`src/design/sld_pkg.sv`:
```
// ----------------------------------------------------------------------------
// sld_pkg
// Shared types, codes and constants of the serial-line diagnostics server.
// ----------------------------------------------------------------------------
package sld_pkg;

  localparam int LOG_DEPTH     = 32;
  localparam int LOG_AW        = $clog2(LOG_DEPTH);
  localparam int LOG_FW        = $clog2(LOG_DEPTH + 1);
  localparam int MAX_PDU_BYTES = 253;
  localparam int HDR_MAX       = 8;
  localparam int HDR_AW        = $clog2(HDR_MAX);
  localparam int HDR_LW        = $clog2(HDR_MAX + 1);
  localparam int NCNT          = 9;

  localparam logic [3:0] CMD_REQUEST   = 4'd0;
  localparam logic [3:0] CMD_BUS_MSG   = 4'd1;
  localparam logic [3:0] CMD_SRV_MSG   = 4'd2;
  localparam logic [3:0] CMD_COMPLETE  = 4'd3;
  localparam logic [3:0] CMD_EXCEPTION = 4'd4;
  localparam logic [3:0] CMD_COMM_ERR  = 4'd5;
  localparam logic [3:0] CMD_OVERRUN   = 4'd6;
  localparam logic [3:0] CMD_TAKE_PEND = 4'd7;
  localparam logic [3:0] CMD_LOAD_DIAG = 4'd8;

  localparam logic [2:0] ST_RESP = 3'd0;
  localparam logic [2:0] ST_NONE = 3'd1;
  localparam logic [2:0] ST_NOT  = 3'd2;
  localparam logic [2:0] ST_BAD  = 3'd3;
  localparam logic [2:0] ST_DONE = 3'd4;

  localparam logic [7:0] FC_EXC_STATUS = 8'h07;
  localparam logic [7:0] FC_DIAG       = 8'h08;
  localparam logic [7:0] FC_EVT_CNT    = 8'h0B;
  localparam logic [7:0] FC_EVT_LOG    = 8'h0C;

  localparam logic [15:0] SUB_ECHO      = 16'h0000;
  localparam logic [15:0] SUB_RESTART   = 16'h0001;
  localparam logic [15:0] SUB_DIAG_REG  = 16'h0002;
  localparam logic [15:0] SUB_LISTEN    = 16'h0004;
  localparam logic [15:0] SUB_CLEAR     = 16'h000A;
  localparam logic [15:0] SUB_CNT_FIRST = 16'h000B;
  localparam logic [15:0] SUB_CNT_LAST  = 16'h0012;
  localparam logic [15:0] SUB_CLR_OVR   = 16'h0014;

  localparam logic [7:0]  EXC_ILLEGAL_FUNC = 8'h01;
  localparam logic [7:0]  EXC_ILLEGAL_DATA = 8'h03;
  localparam logic [15:0] RESTART_CLR_LOG  = 16'hFF00;
  localparam logic [7:0]  EV_RESTART       = 8'h00;
  localparam logic [7:0]  EV_LISTEN        = 8'h04;
  localparam logic [7:0]  LOG_HDR_BYTES    = 8'd6;

  localparam logic [3:0] CNT_BUS_MSG  = 4'd0;
  localparam logic [3:0] CNT_COMM_ERR = 4'd1;
  localparam logic [3:0] CNT_BUS_EXC  = 4'd2;
  localparam logic [3:0] CNT_SRV_MSG  = 4'd3;
  localparam logic [3:0] CNT_NO_RESP  = 4'd4;
  localparam logic [3:0] CNT_NAK      = 4'd5;
  localparam logic [3:0] CNT_BUSY     = 4'd6;
  localparam logic [3:0] CNT_OVERRUN  = 4'd7;
  localparam logic [3:0] CNT_EVENT    = 4'd8;

  localparam logic [3:0] REG_ALLOW = 4'd0;
  localparam logic [3:0] REG_EXC   = 4'd4;
  localparam logic [3:0] REG_COMM  = 4'd8;

  typedef struct packed {
    logic [3:0]  cmd;
    logic [7:0]  function_code;
    logic [15:0] subfunction;
    logic [15:0] data_word;
    logic [7:0]  pdu_length;
    logic        broadcast;
    logic [7:0]  exc_sent;
    logic        overrun;
    logic        addressed_here;
    logic        no_reply;
    logic        skip_event_count;
  } in_item_t;

  typedef struct packed {
    logic [2:0] status;
    logic [7:0] resp_byte;
    logic       last;
    logic       listen_only_now;
    logic [1:0] pending_out;
  } out_item_t;

  typedef struct packed {
    logic [3:0]  allow_mask;
    logic [7:0]  exception_status_byte;
    logic [15:0] comm_status_word;
  } cfg_t;

  typedef enum logic [2:0] {
    S_IDLE,
    S_FIX,
    S_HDR,
    S_LRD,
    S_LOG
  } ctrl_state_t;

  typedef struct packed {
    logic accept;
    logic log2;
    logic emit_hdr;
    logic log_rd;
    logic emit_log;
  } dp_cmd_t;

  typedef struct packed {
    logic slot_free;
    logic hdr_last;
    logic has_log;
    logic log_last;
  } dp_stat_t;

  function automatic logic [7:0] tx_code(logic listen, logic [7:0] exc);
    logic [7:0] e;
    e = 8'h40;
    if (listen) e = e | 8'h20;
    if (exc >= 8'd1 && exc <= 8'd3) e = e | 8'h01;
    else if (exc == 8'd4) e = e | 8'h02;
    else if (exc == 8'd5 || exc == 8'd6) e = e | 8'h04;
    else if (exc == 8'd7) e = e | 8'h08;
    return e;
  endfunction

  function automatic logic [7:0] rx_code(logic listen, logic bc, logic err, logic ovr);
    return {1'b1, bc, listen, ovr, 2'b00, err, 1'b0};
  endfunction

endpackage

```
`src/design/sld_ctrl.sv`:
```
// ----------------------------------------------------------------------------
// sld_ctrl
// Sequencer: accepts an item, finishes the log update, walks the reply.
// ----------------------------------------------------------------------------
module sld_ctrl (
  input  logic               clk,
  input  logic               rst_n,
  input  logic               in_valid,
  output logic               in_ready,
  input  sld_pkg::dp_stat_t  stat,
  output sld_pkg::dp_cmd_t   cmd
);

  sld_pkg::ctrl_state_t state_r, state_nxt;

  always_ff @(posedge clk) begin
    if (!rst_n) state_r <= sld_pkg::S_IDLE;
    else        state_r <= state_nxt;
  end

  always_comb begin
    state_nxt = state_r;
    unique case (state_r)
      sld_pkg::S_IDLE: if (in_valid) state_nxt = sld_pkg::S_FIX;
      sld_pkg::S_FIX:  state_nxt = sld_pkg::S_HDR;
      sld_pkg::S_HDR: begin
        if (stat.slot_free && stat.hdr_last)
          state_nxt = stat.has_log ? sld_pkg::S_LRD : sld_pkg::S_IDLE;
      end
      sld_pkg::S_LRD:  state_nxt = sld_pkg::S_LOG;
      sld_pkg::S_LOG: begin
        if (stat.slot_free)
          state_nxt = stat.log_last ? sld_pkg::S_IDLE : sld_pkg::S_LRD;
      end
      default: state_nxt = sld_pkg::S_IDLE;
    endcase
  end

  always_comb begin
    in_ready = 1'b0;
    cmd      = '0;
    unique case (state_r)
      sld_pkg::S_IDLE: begin
        in_ready   = 1'b1;
        cmd.accept = in_valid;
      end
      sld_pkg::S_FIX: cmd.log2     = 1'b1;
      sld_pkg::S_HDR: cmd.emit_hdr = stat.slot_free;
      sld_pkg::S_LRD: cmd.log_rd   = 1'b1;
      sld_pkg::S_LOG: cmd.emit_log = stat.slot_free;
      default: cmd = '0;
    endcase
  end

endmodule

```
`src/design/sld_datapath.sv`:
```
// ----------------------------------------------------------------------------
// sld_datapath
// Counters, event log memory, request decode, reply buffer and output stage.
// ----------------------------------------------------------------------------
module sld_datapath (
  input  logic               clk,
  input  logic               rst_n,
  input  sld_pkg::cfg_t      cfg,
  input  sld_pkg::in_item_t  in_data,
  input  sld_pkg::dp_cmd_t   cmd,
  output sld_pkg::dp_stat_t  stat,
  output logic               out_valid,
  input  logic               out_ready,
  output sld_pkg::out_item_t out_data
);

  logic [15:0] cnt_r [sld_pkg::NCNT];
  logic [15:0] diag_r;
  logic        listen_r;
  logic [1:0]  pend_r;
  logic [sld_pkg::LOG_AW-1:0] head_r;
  logic [sld_pkg::LOG_FW-1:0] fill_r;
  logic [7:0]  mem [sld_pkg::LOG_DEPTH];
  logic [7:0]  rd_r;

  logic [7:0]  hdr_r [sld_pkg::HDR_MAX];
  logic [sld_pkg::HDR_LW-1:0] hl_r;
  logic [sld_pkg::HDR_AW-1:0] k_r;
  logic [sld_pkg::LOG_FW-1:0] lcnt_r;
  logic [sld_pkg::LOG_FW-1:0] i_r;
  logic        single_r;
  logic [2:0]  st_r;
  logic [1:0]  pout_r;
  logic        p2_r;
  logic [7:0]  ev2_r;
  logic        out_valid_r;
  sld_pkg::out_item_t out_r;

  // decode results
  logic [2:0]  st_c;
  logic [7:0]  h_c [sld_pkg::HDR_MAX];
  logic [sld_pkg::HDR_LW-1:0] hl_c;
  logic        logrep_c;
  logic [sld_pkg::NCNT-1:0] inc_c;
  logic        wipe_c, clr_diag_c, clr_ovr_c, set_l_c, clr_l_c, take_c, ld_diag_c;
  logic [1:0]  pset_c;
  logic        lg_c, lclr_c, l2_c;
  logic [7:0]  lgev_c, l2ev_c;
  logic        quiet_c, refuse_c, exc_c, word_c;
  logic [7:0]  exc_code_c;
  logic [15:0] word_val_c;

  logic [15:0] dw;
  logic        wf;
  logic [7:0]  tx0;
  logic [4:0]  csel;

  always_comb begin
    dw   = (in_data.pdu_length < 8'd5) ? 16'h0000 : in_data.data_word;
    wf   = (in_data.pdu_length == 8'd5) && (dw == 16'h0000);
    tx0  = sld_pkg::tx_code(listen_r, 8'h00);
    csel = in_data.subfunction[4:0] - sld_pkg::SUB_CNT_FIRST[4:0];

    st_c = sld_pkg::ST_DONE;
    for (int j = 0; j < sld_pkg::HDR_MAX; j++) h_c[j] = 8'h00;
    hl_c = '0;
    logrep_c = 1'b0;
    inc_c = '0;
    wipe_c = 1'b0; clr_diag_c = 1'b0; clr_ovr_c = 1'b0;
    set_l_c = 1'b0; clr_l_c = 1'b0; take_c = 1'b0; ld_diag_c = 1'b0;
    pset_c = 2'b00;
    lg_c = 1'b0; lclr_c = 1'b0; l2_c = 1'b0;
    lgev_c = 8'h00; l2ev_c = 8'h00;
    quiet_c = 1'b0; refuse_c = 1'b0; exc_c = 1'b0; word_c = 1'b0;
    exc_code_c = sld_pkg::EXC_ILLEGAL_DATA;
    word_val_c = 16'h0000;

    unique case (in_data.cmd)
      sld_pkg::CMD_REQUEST: begin
        if (in_data.pdu_length == 8'd0 ||
            in_data.pdu_length > 8'(sld_pkg::MAX_PDU_BYTES)) begin
          st_c = sld_pkg::ST_BAD;
        end else if (in_data.function_code != sld_pkg::FC_EXC_STATUS &&
                     in_data.function_code != sld_pkg::FC_DIAG &&
                     in_data.function_code != sld_pkg::FC_EVT_CNT &&
                     in_data.function_code != sld_pkg::FC_EVT_LOG) begin
          st_c = sld_pkg::ST_NOT;
        end else if (listen_r && !(in_data.function_code == sld_pkg::FC_DIAG &&
                                   in_data.pdu_length >= 8'd3 &&
                                   in_data.subfunction == sld_pkg::SUB_RESTART)) begin
          st_c = sld_pkg::ST_NONE;
        end else if (in_data.function_code == sld_pkg::FC_DIAG) begin
          if (in_data.pdu_length < 8'd3 || !in_data.pdu_length[0]) begin
            refuse_c = 1'b1;
          end else if (in_data.subfunction == sld_pkg::SUB_ECHO) begin
            if (in_data.broadcast) quiet_c = 1'b1;
            else begin
              st_c = sld_pkg::ST_RESP;
              h_c[0] = sld_pkg::FC_DIAG;
              h_c[1] = in_data.subfunction[15:8];
              h_c[2] = in_data.subfunction[7:0];
              h_c[3] = dw[15:8];
              h_c[4] = dw[7:0];
              hl_c = (in_data.pdu_length >= 8'd5) ? sld_pkg::HDR_LW'(5)
                                                  : sld_pkg::HDR_LW'(3);
            end
          end else if (in_data.subfunction == sld_pkg::SUB_RESTART) begin
            if (in_data.pdu_length != 8'd5 ||
                (dw != 16'h0000 && dw != sld_pkg::RESTART_CLR_LOG)) begin
              refuse_c = 1'b1;
            end else if (!cfg.allow_mask[0]) begin
              if (in_data.broadcast || listen_r) begin
                st_c = sld_pkg::ST_NONE;
                lg_c = 1'b1;
                lgev_c = tx0;
                inc_c[sld_pkg::CNT_NO_RESP] = !in_data.broadcast;
              end else begin
                exc_c = 1'b1;
              end
            end else begin
              wipe_c = 1'b1;
              clr_l_c = 1'b1;
              pset_c[0] = 1'b1;
              lclr_c = (dw == sld_pkg::RESTART_CLR_LOG);
              lg_c = 1'b1;
              lgev_c = sld_pkg::EV_RESTART;
              if (in_data.broadcast || listen_r) st_c = sld_pkg::ST_NONE;
              else begin
                word_c = 1'b1;
                word_val_c = dw;
              end
            end
          end else if (in_data.subfunction == sld_pkg::SUB_DIAG_REG) begin
            if (in_data.broadcast) quiet_c = 1'b1;
            else if (!wf) exc_c = 1'b1;
            else begin
              word_c = 1'b1;
              word_val_c = diag_r;
            end
          end else if (in_data.subfunction == sld_pkg::SUB_LISTEN) begin
            if (!wf || !cfg.allow_mask[1]) refuse_c = 1'b1;
            else begin
              st_c = sld_pkg::ST_NONE;
              set_l_c = 1'b1;
              inc_c[sld_pkg::CNT_EVENT] = 1'b1;
              inc_c[sld_pkg::CNT_NO_RESP] = !in_data.broadcast;
              lg_c = 1'b1;
              lgev_c = sld_pkg::tx_code(1'b1, 8'h00);
              l2_c = 1'b1;
              l2ev_c = sld_pkg::EV_LISTEN;
              pset_c[1] = 1'b1;
            end
          end else if (in_data.subfunction == sld_pkg::SUB_CLEAR) begin
            if (!wf || !cfg.allow_mask[2]) refuse_c = 1'b1;
            else begin
              wipe_c = 1'b1;
              clr_diag_c = 1'b1;
              lg_c = 1'b1;
              lgev_c = tx0;
              if (in_data.broadcast) st_c = sld_pkg::ST_NONE;
              else begin
                word_c = 1'b1;
                word_val_c = dw;
              end
            end
          end else if (in_data.subfunction >= sld_pkg::SUB_CNT_FIRST &&
                       in_data.subfunction <= sld_pkg::SUB_CNT_LAST) begin
            if (in_data.broadcast) quiet_c = 1'b1;
            else if (!wf) exc_c = 1'b1;
            else begin
              word_c = 1'b1;
              word_val_c = cnt_r[csel[3:0]];
            end
          end else if (in_data.subfunction == sld_pkg::SUB_CLR_OVR) begin
            if (!wf || !cfg.allow_mask[3]) refuse_c = 1'b1;
            else begin
              clr_ovr_c = 1'b1;
              if (in_data.broadcast) begin
                st_c = sld_pkg::ST_NONE;
                inc_c[sld_pkg::CNT_EVENT] = 1'b1;
                lg_c = 1'b1;
                lgev_c = tx0;
              end else begin
                word_c = 1'b1;
                word_val_c = dw;
              end
            end
          end else begin
            if (in_data.broadcast) quiet_c = 1'b1;
            else begin
              exc_c = 1'b1;
              exc_code_c = sld_pkg::EXC_ILLEGAL_FUNC;
            end
          end
        end else if (in_data.broadcast) begin
          quiet_c = 1'b1;
        end else if (in_data.pdu_length != 8'd1) begin
          exc_c = 1'b1;
        end else begin
          st_c = sld_pkg::ST_RESP;
          h_c[0] = in_data.function_code;
          if (in_data.function_code == sld_pkg::FC_EXC_STATUS) begin
            h_c[1] = cfg.exception_status_byte;
            hl_c = sld_pkg::HDR_LW'(2);
          end else if (in_data.function_code == sld_pkg::FC_EVT_CNT) begin
            h_c[1] = cfg.comm_status_word[15:8];
            h_c[2] = cfg.comm_status_word[7:0];
            h_c[3] = cnt_r[sld_pkg::CNT_EVENT][15:8];
            h_c[4] = cnt_r[sld_pkg::CNT_EVENT][7:0];
            hl_c = sld_pkg::HDR_LW'(5);
          end else begin
            h_c[1] = sld_pkg::LOG_HDR_BYTES + 8'(fill_r);
            h_c[2] = cfg.comm_status_word[15:8];
            h_c[3] = cfg.comm_status_word[7:0];
            h_c[4] = cnt_r[sld_pkg::CNT_EVENT][15:8];
            h_c[5] = cnt_r[sld_pkg::CNT_EVENT][7:0];
            h_c[6] = cnt_r[sld_pkg::CNT_BUS_MSG][15:8];
            h_c[7] = cnt_r[sld_pkg::CNT_BUS_MSG][7:0];
            hl_c = sld_pkg::HDR_LW'(8);
            logrep_c = 1'b1;
          end
        end
      end
      sld_pkg::CMD_BUS_MSG: begin
        inc_c[sld_pkg::CNT_BUS_MSG] = 1'b1;
        lg_c = 1'b1;
        lgev_c = sld_pkg::rx_code(listen_r, in_data.broadcast, 1'b0, 1'b0);
      end
      sld_pkg::CMD_SRV_MSG: inc_c[sld_pkg::CNT_SRV_MSG] = 1'b1;
      sld_pkg::CMD_COMPLETE: begin
        inc_c[sld_pkg::CNT_EVENT] = !in_data.skip_event_count;
        inc_c[sld_pkg::CNT_NO_RESP] = in_data.no_reply;
        lg_c = 1'b1;
        lgev_c = tx0;
      end
      sld_pkg::CMD_EXCEPTION: begin
        inc_c[sld_pkg::CNT_BUS_EXC] = 1'b1;
        inc_c[sld_pkg::CNT_BUSY] = (in_data.exc_sent == 8'd6);
        inc_c[sld_pkg::CNT_NAK] = (in_data.exc_sent == 8'd7);
        lg_c = 1'b1;
        lgev_c = sld_pkg::tx_code(listen_r, in_data.exc_sent);
      end
      sld_pkg::CMD_COMM_ERR: begin
        inc_c[sld_pkg::CNT_BUS_MSG] = 1'b1;
        inc_c[sld_pkg::CNT_COMM_ERR] = 1'b1;
        inc_c[sld_pkg::CNT_OVERRUN] = in_data.overrun;
        lg_c = 1'b1;
        lgev_c = sld_pkg::rx_code(listen_r, in_data.broadcast, 1'b1, in_data.overrun);
      end
      sld_pkg::CMD_OVERRUN: begin
        inc_c[sld_pkg::CNT_BUS_MSG] = 1'b1;
        inc_c[sld_pkg::CNT_OVERRUN] = in_data.addressed_here;
        lg_c = 1'b1;
        lgev_c = sld_pkg::rx_code(listen_r, in_data.broadcast, 1'b0, 1'b1);
      end
      sld_pkg::CMD_TAKE_PEND: take_c = 1'b1;
      sld_pkg::CMD_LOAD_DIAG: ld_diag_c = 1'b1;
      default: st_c = sld_pkg::ST_NOT;
    endcase

    if (refuse_c) begin
      if (in_data.broadcast) quiet_c = 1'b1;
      else exc_c = 1'b1;
    end
    if (quiet_c) begin
      st_c = sld_pkg::ST_NONE;
      lg_c = 1'b1;
      lgev_c = tx0;
    end
    if (exc_c) begin
      st_c = sld_pkg::ST_RESP;
      h_c[0] = in_data.function_code | 8'h80;
      h_c[1] = exc_code_c;
      hl_c = sld_pkg::HDR_LW'(2);
    end
    if (word_c) begin
      st_c = sld_pkg::ST_RESP;
      h_c[0] = sld_pkg::FC_DIAG;
      h_c[1] = in_data.subfunction[15:8];
      h_c[2] = in_data.subfunction[7:0];
      h_c[3] = word_val_c[15:8];
      h_c[4] = word_val_c[7:0];
      hl_c = sld_pkg::HDR_LW'(5);
    end
  end

  // event log write port
  logic        wr_en;
  logic [7:0]  wr_ev;
  logic [sld_pkg::LOG_AW-1:0] head_b, head_w;
  logic [sld_pkg::LOG_FW-1:0] fill_b, fill_w;

  always_comb begin
    wr_en  = (cmd.accept && lg_c) || (cmd.log2 && p2_r);
    wr_ev  = cmd.accept ? lgev_c : ev2_r;
    head_b = (cmd.accept && lclr_c) ? '0 : head_r;
    fill_b = (cmd.accept && lclr_c) ? '0 : fill_r;
    if (fill_b == '0)           head_w = '0;
    else if (head_b == '0)      head_w = sld_pkg::LOG_AW'(sld_pkg::LOG_DEPTH - 1);
    else                        head_w = head_b - 1'b1;
    fill_w = (fill_b < sld_pkg::LOG_FW'(sld_pkg::LOG_DEPTH)) ? fill_b + 1'b1 : fill_b;
  end

  always_ff @(posedge clk) begin
    if (wr_en) mem[head_w] <= wr_ev;
    if (cmd.log_rd) rd_r <= mem[head_r + i_r[sld_pkg::LOG_AW-1:0]];
  end

  always_ff @(posedge clk) begin
    if (!rst_n) begin
      for (int j = 0; j < sld_pkg::NCNT; j++) cnt_r[j] <= 16'h0000;
      diag_r   <= 16'h0000;
      listen_r <= 1'b0;
      pend_r   <= 2'b00;
      head_r   <= '0;
      fill_r   <= '0;
      p2_r     <= 1'b0;
    end else begin
      if (wr_en) begin
        head_r <= head_w;
        fill_r <= fill_w;
      end
      if (cmd.log2) p2_r <= 1'b0;
      if (cmd.accept) begin
        for (int j = 0; j < sld_pkg::NCNT; j++) begin
          logic [15:0] b;
          b = (wipe_c || (clr_ovr_c && j == int'(sld_pkg::CNT_OVERRUN))) ? 16'h0000
                                                                         : cnt_r[j];
          cnt_r[j] <= (inc_c[j] && b != 16'hFFFF) ? b + 16'h0001 : b;
        end
        if (clr_diag_c)     diag_r <= 16'h0000;
        else if (ld_diag_c) diag_r <= in_data.data_word;
        if (set_l_c)        listen_r <= 1'b1;
        else if (clr_l_c)   listen_r <= 1'b0;
        pend_r <= take_c ? 2'b00 : (pend_r | pset_c);
        p2_r   <= l2_c;
      end
    end
  end

  always_ff @(posedge clk) begin
    if (cmd.accept) begin
      for (int j = 0; j < sld_pkg::HDR_MAX; j++) hdr_r[j] <= h_c[j];
      hl_r     <= hl_c;
      lcnt_r   <= logrep_c ? fill_r : '0;
      single_r <= (st_c != sld_pkg::ST_RESP);
      st_r     <= st_c;
      pout_r   <= take_c ? pend_r : 2'b00;
      ev2_r    <= l2ev_c;
      k_r      <= '0;
      i_r      <= '0;
    end else begin
      if (cmd.emit_hdr) k_r <= k_r + 1'b1;
      if (cmd.emit_log) i_r <= i_r + 1'b1;
    end
  end

  always_comb begin
    stat.slot_free = !out_valid_r || out_ready;
    stat.hdr_last  = single_r || ({1'b0, k_r} == hl_r - 1'b1);
    stat.has_log   = (lcnt_r != '0);
    stat.log_last  = (i_r == lcnt_r - 1'b1);
  end

  always_ff @(posedge clk) begin
    if (!rst_n) begin
      out_valid_r <= 1'b0;
    end else if (cmd.emit_hdr || cmd.emit_log) begin
      out_valid_r <= 1'b1;
    end else if (out_ready) begin
      out_valid_r <= 1'b0;
    end
  end

  always_ff @(posedge clk) begin
    if (cmd.emit_hdr) begin
      if (single_r) begin
        out_r <= '{status: st_r, resp_byte: 8'h00, last: 1'b1,
                   listen_only_now: listen_r, pending_out: pout_r};
      end else begin
        out_r <= '{status: sld_pkg::ST_RESP, resp_byte: hdr_r[k_r],
                   last: stat.hdr_last && !stat.has_log,
                   listen_only_now: listen_r, pending_out: 2'b00};
      end
    end else if (cmd.emit_log) begin
      out_r <= '{status: sld_pkg::ST_RESP, resp_byte: rd_r, last: stat.log_last,
                 listen_only_now: listen_r, pending_out: 2'b00};
    end
  end

  assign out_valid = out_valid_r;
  assign out_data  = out_r;

endmodule

```
`src/design/serial_line_diagnostics_server_top.sv`:
```
// ----------------------------------------------------------------------------
// serial_line_diagnostics_server_top
// Serial-line diagnostic counters, event log and diagnostics request server.
// ----------------------------------------------------------------------------
// Usage:
//   in_*   : one bus event or request per transfer (valid/ready).
//   out_*  : result items; a request reply is a byte stream closed by last,
//            every other input gives a single item with last set.
//   APB    : allow_mask at 0x0, exception status byte at 0x4, comm status
//            word at 0x8; write only while the block is idle.
// Timing:
//   An item is taken in S_IDLE and S_FIX completes its log update; then
//   S_HDR sends each header byte (up to 8) while the output register is
//   free, and each event log byte is read from the single read port of the
//   32-entry log memory into a register in S_LRD and sent in S_LOG. The next
//   item is taken once the last result has entered the output register.
// Reset clears counters, flags, log pointers and the state, valid and config
// registers; log memory contents are not cleared. A stalled receiver holds the
// output register and the reply walk waits.
// ----------------------------------------------------------------------------
module serial_line_diagnostics_server_top (
  input  logic               clk,
  input  logic               rst_n,
  input  logic               in_valid,
  output logic               in_ready,
  input  sld_pkg::in_item_t  in_data,
  output logic               out_valid,
  input  logic               out_ready,
  output sld_pkg::out_item_t out_data,
  input  logic               psel,
  input  logic               penable,
  input  logic               pwrite,
  input  logic [3:0]         paddr,
  input  logic [31:0]        pwdata,
  output logic [31:0]        prdata,
  output logic               pready
);

  sld_pkg::cfg_t     cfg_r;
  sld_pkg::dp_cmd_t  cmd;
  sld_pkg::dp_stat_t stat;

  always_ff @(posedge clk) begin
    if (!rst_n) begin
      cfg_r <= '0;
    end else if (psel && penable && pwrite) begin
      unique case (paddr)
        sld_pkg::REG_ALLOW: cfg_r.allow_mask            <= pwdata[3:0];
        sld_pkg::REG_EXC:   cfg_r.exception_status_byte <= pwdata[7:0];
        sld_pkg::REG_COMM:  cfg_r.comm_status_word      <= pwdata[15:0];
        default: ;
      endcase
    end
  end

  always_comb begin
    unique case (paddr)
      sld_pkg::REG_ALLOW: prdata = {28'h0, cfg_r.allow_mask};
      sld_pkg::REG_EXC:   prdata = {24'h0, cfg_r.exception_status_byte};
      sld_pkg::REG_COMM:  prdata = {16'h0, cfg_r.comm_status_word};
      default:            prdata = 32'h0;
    endcase
  end

  assign pready = 1'b1;

  sld_ctrl u_ctrl (
    .clk      (clk),
    .rst_n    (rst_n),
    .in_valid (in_valid),
    .in_ready (in_ready),
    .stat     (stat),
    .cmd      (cmd)
  );

  sld_datapath u_dp (
    .clk       (clk),
    .rst_n     (rst_n),
    .cfg       (cfg_r),
    .in_data   (in_data),
    .cmd       (cmd),
    .stat      (stat),
    .out_valid (out_valid),
    .out_ready (out_ready),
    .out_data  (out_data)
  );

endmodule

```
`config.mk`:
```
export PLATFORM = sky130hd
export DESIGN_NAME = serial_line_diagnostics_server_top
export DESIGN_NICKNAME = d
export VERILOG_FILES = /design/src/design/sld_pkg.sv /design/src/design/sld_ctrl.sv /design/src/design/sld_datapath.sv /design/src/design/serial_line_diagnostics_server_top.sv
export SDC_FILE = /design/constraint.sdc
export NUM_CORES = 1
export LEC_CHECK = 0
export BUFFER_PORTS_ARGS = -buffer_cell sky130_fd_sc_hd__clkbuf_2
export CORE_MARGIN = 2
export CORE_UTILIZATION = 50
export DETAILED_ROUTE_END_ITERATION = 8
export HOLD_SLACK_MARGIN = 0.1
export PLACE_DENSITY_LB_ADDON = 0.1
export SLEW_MARGIN = 10
export SYNTH_ARGS = -nofsm -noshare
export SYNTH_HDL_FRONTEND = slang
export SYNTH_SLANG_ARGS = --single-unit
```
`constraint.sdc`:
```
create_clock -name clk -period 6.57 [get_ports clk]
set_clock_uncertainty 0.1 [all_clocks]
set_input_delay 0 -clock clk [delete_from_list [all_inputs] [get_ports clk]]
set_output_delay 0 -clock clk [all_outputs]
set_load 0.005 [all_outputs]
```
==> metrics.yaml <==
global_route:
  grt_pass1_vias: 21410
  antenna_found_initial: 2
  grtUsageTotal_pct: 27.52
  grt_max_degree: 68
  grt-ovfl-total: 0
  grt_pass1_wl_um: 130700
hold_path:
  hold_start: "pwdata[1]"
  hp-class: "primary input to register"
  whs_path_depth: 4
  min_to: "cfg_r[17]"
layout:
  drive_gt1_share_pct: 16.18
  nets: 2845
  regArea_sq_mm: 0.01664
  fill_cells: 4828
  multiInputGateArea_sq_mm: 0.01261
  area_growth_pct: 15.84
sta:
  finalHoldViolCount: 0
  period_needed_ns: 5.642
  max_freq_mhz: 177.3
  timing.final.max_slew_violations: 0
  setup_viol: 0
  setup-tns-final_ns: 0
  relSlewSlack_pct: 17.03
  period_share_pct: 85.87
  worst_pin_slew_ns: 1.233
  holdWs_ns: 0.1255
  rsz0062_at_grt: "no"
critical_path:
  arrival_ns: 5.79
  cp_num_buf_inv: 3
  cpPeakStageDelay_ns: 0.71
  worstReg2RegStart: "u_ctrl.state_r[2]"
  critPathLaunchType: "primary input"
  worst_path_dominant_cell_family: "simple AND/OR/NAND/NOR gates"
  regToRegEndpoint: "u_dp.mem[19][0]"
  worstRegToRegCells: 9
  reg2reg_slack_ns: 1.43
  path_max_fanout: 15
  path_cells: "dlygate4sd3_1 -> clkbuf_2 -> ha_1 -> or3b_2 -> or4_1 -> o21ai_4 -> nand4_1 -> or2_1 -> nand2_1 -> ha_1 -> a21oi_1 -> o31a_1 -> nor2_1 -> inv_1 -> a21boi_0 -> o211ai_1 -> nor2_1"
  required_ns: 6.71
  critPathKind: "primary input to register"
  end_kind: "register"
  crit_slowest_cell: "or4_1"
power_and_ir_drop:
  p_total_mw: 9.553
  power_frac_seq_pct: 48.2
  clockPowerShare_pct: 38.8
  vdd_drop_max_uv: 221.2
  power_frac_comb_pct: 13.0
  switching_power_mw: 2.575
  powerDensity_mw_per_mm2: 276.1
  p_int_mw: 6.978
  power_switching_share_pct: 26.95
  p_leak_nw: 11.70
clocking:
  cts_buffers: 67
  cts_root_buf: "clkbuf_16"
  tritoncts: "done"
  clk_latency_ns: 0.62
  cts.sinks: 579
  clk_path_buf_depth: 3
  cts_setup_buffers: 0
  htree_levels: 3
  cts_resized: 0
  cts.clk_slew.worst_paths_ns: 0.06
logic_synthesis:
  synth_top_flop_cell: "edfxtp_1"
  ys_top_cells_by_area: "edfxtp_1, mux4_2, dfxtp_1"
  synth_top_area_share_pct: 50.67
  synth_adder_area_share_pct: 1.114
  yosysSeqAreaShare_pct: 55.69
  synth.area.mux_share_pct: 11.57
  syn-cell-area_sq_mm: 0.02987
  async_flop_share_pct: 0
  synth-xor-area-share_pct: 3.870
  ys_types: 86
  synth_most_common_cell: "edfxtp_1"
  syn_inst: 2495
  synthSimpleGateAreaFrac_pct: 16.62
  synth-compound-area-share_pct: 8.415
  synth_top_family_by_area: "simple AND/OR/NAND/NOR gates"
  ys_warn_count: 0
  synth-edff-count: 504
  synth_common_cells: "edfxtp_1, nor2_1, nand2_1, mux4_2, clkbuf_1"
  synth_seq_cells: 579
  avgSynthCellArea_sq_um: 11.97
  synth_top_cell_by_area: "edfxtp_1"
routing:
  routed_via_density: 6.239
  drc: 0
  wl_per_cell_um: 24.25
  drt-initial-drc-count: 2473
  routed_wl_um: 85790
  vias: 22070
  drt_first_pass_iters: 7
  drtAntennaViolNets: 0
floorplanning:
  die_width_um: 248.4
  initial_core_util_pct: 50.61
  coreArea_sq_mm: 0.05902
  die_h_um: 248.4
  core.rowCount: 89
  dieArea_sq_mm: 0.06171
  pin_count: 158
placed_design:
  gp_congestion: 0.9595
  hpwlAfterDp_um: 59780
  numPortBuffers: 124
job:
  drv_cap: 0
outcome:
  outcome: "complete, no violations"
-- repair_timing --
item,CTS,global route
hold endpoints to repair,179,0
hold buffers,103,0
setup endpoints to repair,0,0
-- state kept, by name, indices dropped and copies added, names as in the netlist, 4 cells and up, named ones only --
register,cells
u_dp.head_r,5
u_dp.cnt_r,144
u_dp.out_data,15
u_dp.diag_r,16
u_dp.hdr_r,64
u_dp.i_r,6
cfg_r,28
u_dp.lcnt_r,6
u_dp.fill_r,6
u_dp.mem,256
u_dp.rd_r,8
u_dp.hl_r,4
-- layout by cell type (no fill, tap or decap), drive strengths merged, types with 20 or more instances in the layout --
cell,count
edfxtp,504
nor2,314
nand2,239
clkbuf,217
mux4,128
dlygate4sd3,103
nand3,91
a21oi,91
xnor2,79
dfxtp,75
o21ai,66
xor2,53
and2,52
buf,50
and3,46
mux2i,46
inv,45
nand4,41
nor3,39
nor4,39
or3,28
ha,25
nor2b,21
o22ai,21
clkinv,21
a222oi,20
conb,20
-- cell type report --
| class | instances | share of cell area, % |
|---|---|---|
| antenna | 1 | 0.007232 |
| clock buffer | 93 | 5.214 |
| clock inverter | 28 | 1.132 |
| inverter | 44 | 0.4809 |
| multi-input combinational | 1742 | 36.43 |
| sequential | 579 | 48.08 |
| tap | 773 | 2.795 |
| timing repair buffer | 277 | 5.858 |
-- metal layers --
metal,GRT usage (%),share of wire [%]
met3,4.637,8.1
met2,41.95,46
met5,0,0.015
met1,40.59,43
met4,8.298,2.9
-- worst min-delay path, cell delays in order --
cell,delay [ns]
dlygate4sd3_1,0.52
clkbuf_2,0.13
mux2i_1,0.07
nor2_1,0.08
-- how the worst max path moves through the flow --
stage                      startpoint                end  slack, ns  depth (start not counted)
after floorplan           in_data[38]  u_dp.cnt_r[6][15]       1.79                         20
after global placement    in_data[37]    u_dp.mem[31][0]       0.96                         16
after detailed placement  in_data[37]    u_dp.mem[31][0]       0.94                         16
after CTS                 in_data[37]    u_dp.mem[31][7]       1.04                         17
after global routing      in_data[37]    u_dp.mem[31][2]       0.60                         17
final                     in_data[37]    u_dp.mem[29][5]       0.93                         17
-- power by group through the flow --
stage	registers (mW)	logic, mW	clock network, mW
finish	4.60	1.24	3.71
global route	4.63	1.35	3.92
CTS	4.59	1.24	3.77
detailed placement	4.66	1.20	0
global placement	4.65	1.18	0
floorplan	4.56	0.828	0
-- through the flow --
step           std cells  cell area (sq um)  utilization, %  setup slack [ns]
2_1_floorplan       2513              29940               -             1.790
3_3_place_gp        3312              31370           53.16            0.9615
3_5_place_dp        3312              31370           53.16            0.9366
4_1_cts             3536              34600           58.62             1.037
5_1_grt             3536              34600           58.62            0.5959
6_report            3537              34600           58.63            0.9283
-- cell families (layout without fill, tap and decap cells) --
| group | after synthesis | in the layout |
|---|---|---|
| and+or+nand+nor | 1010 | 1010 |
| DFF | 579 | 579 |
| AOI/OAI and AO/OA | 370 | 370 |
| buffers and inverters | 192 | 442 |
| muxes | 184 | 184 |
| xor gates and xnor gates | 132 | 132 |
| adders and majority gates | 26 | 26 |
| other | 2 | 21 |
(Power assumes the default switching activity.)
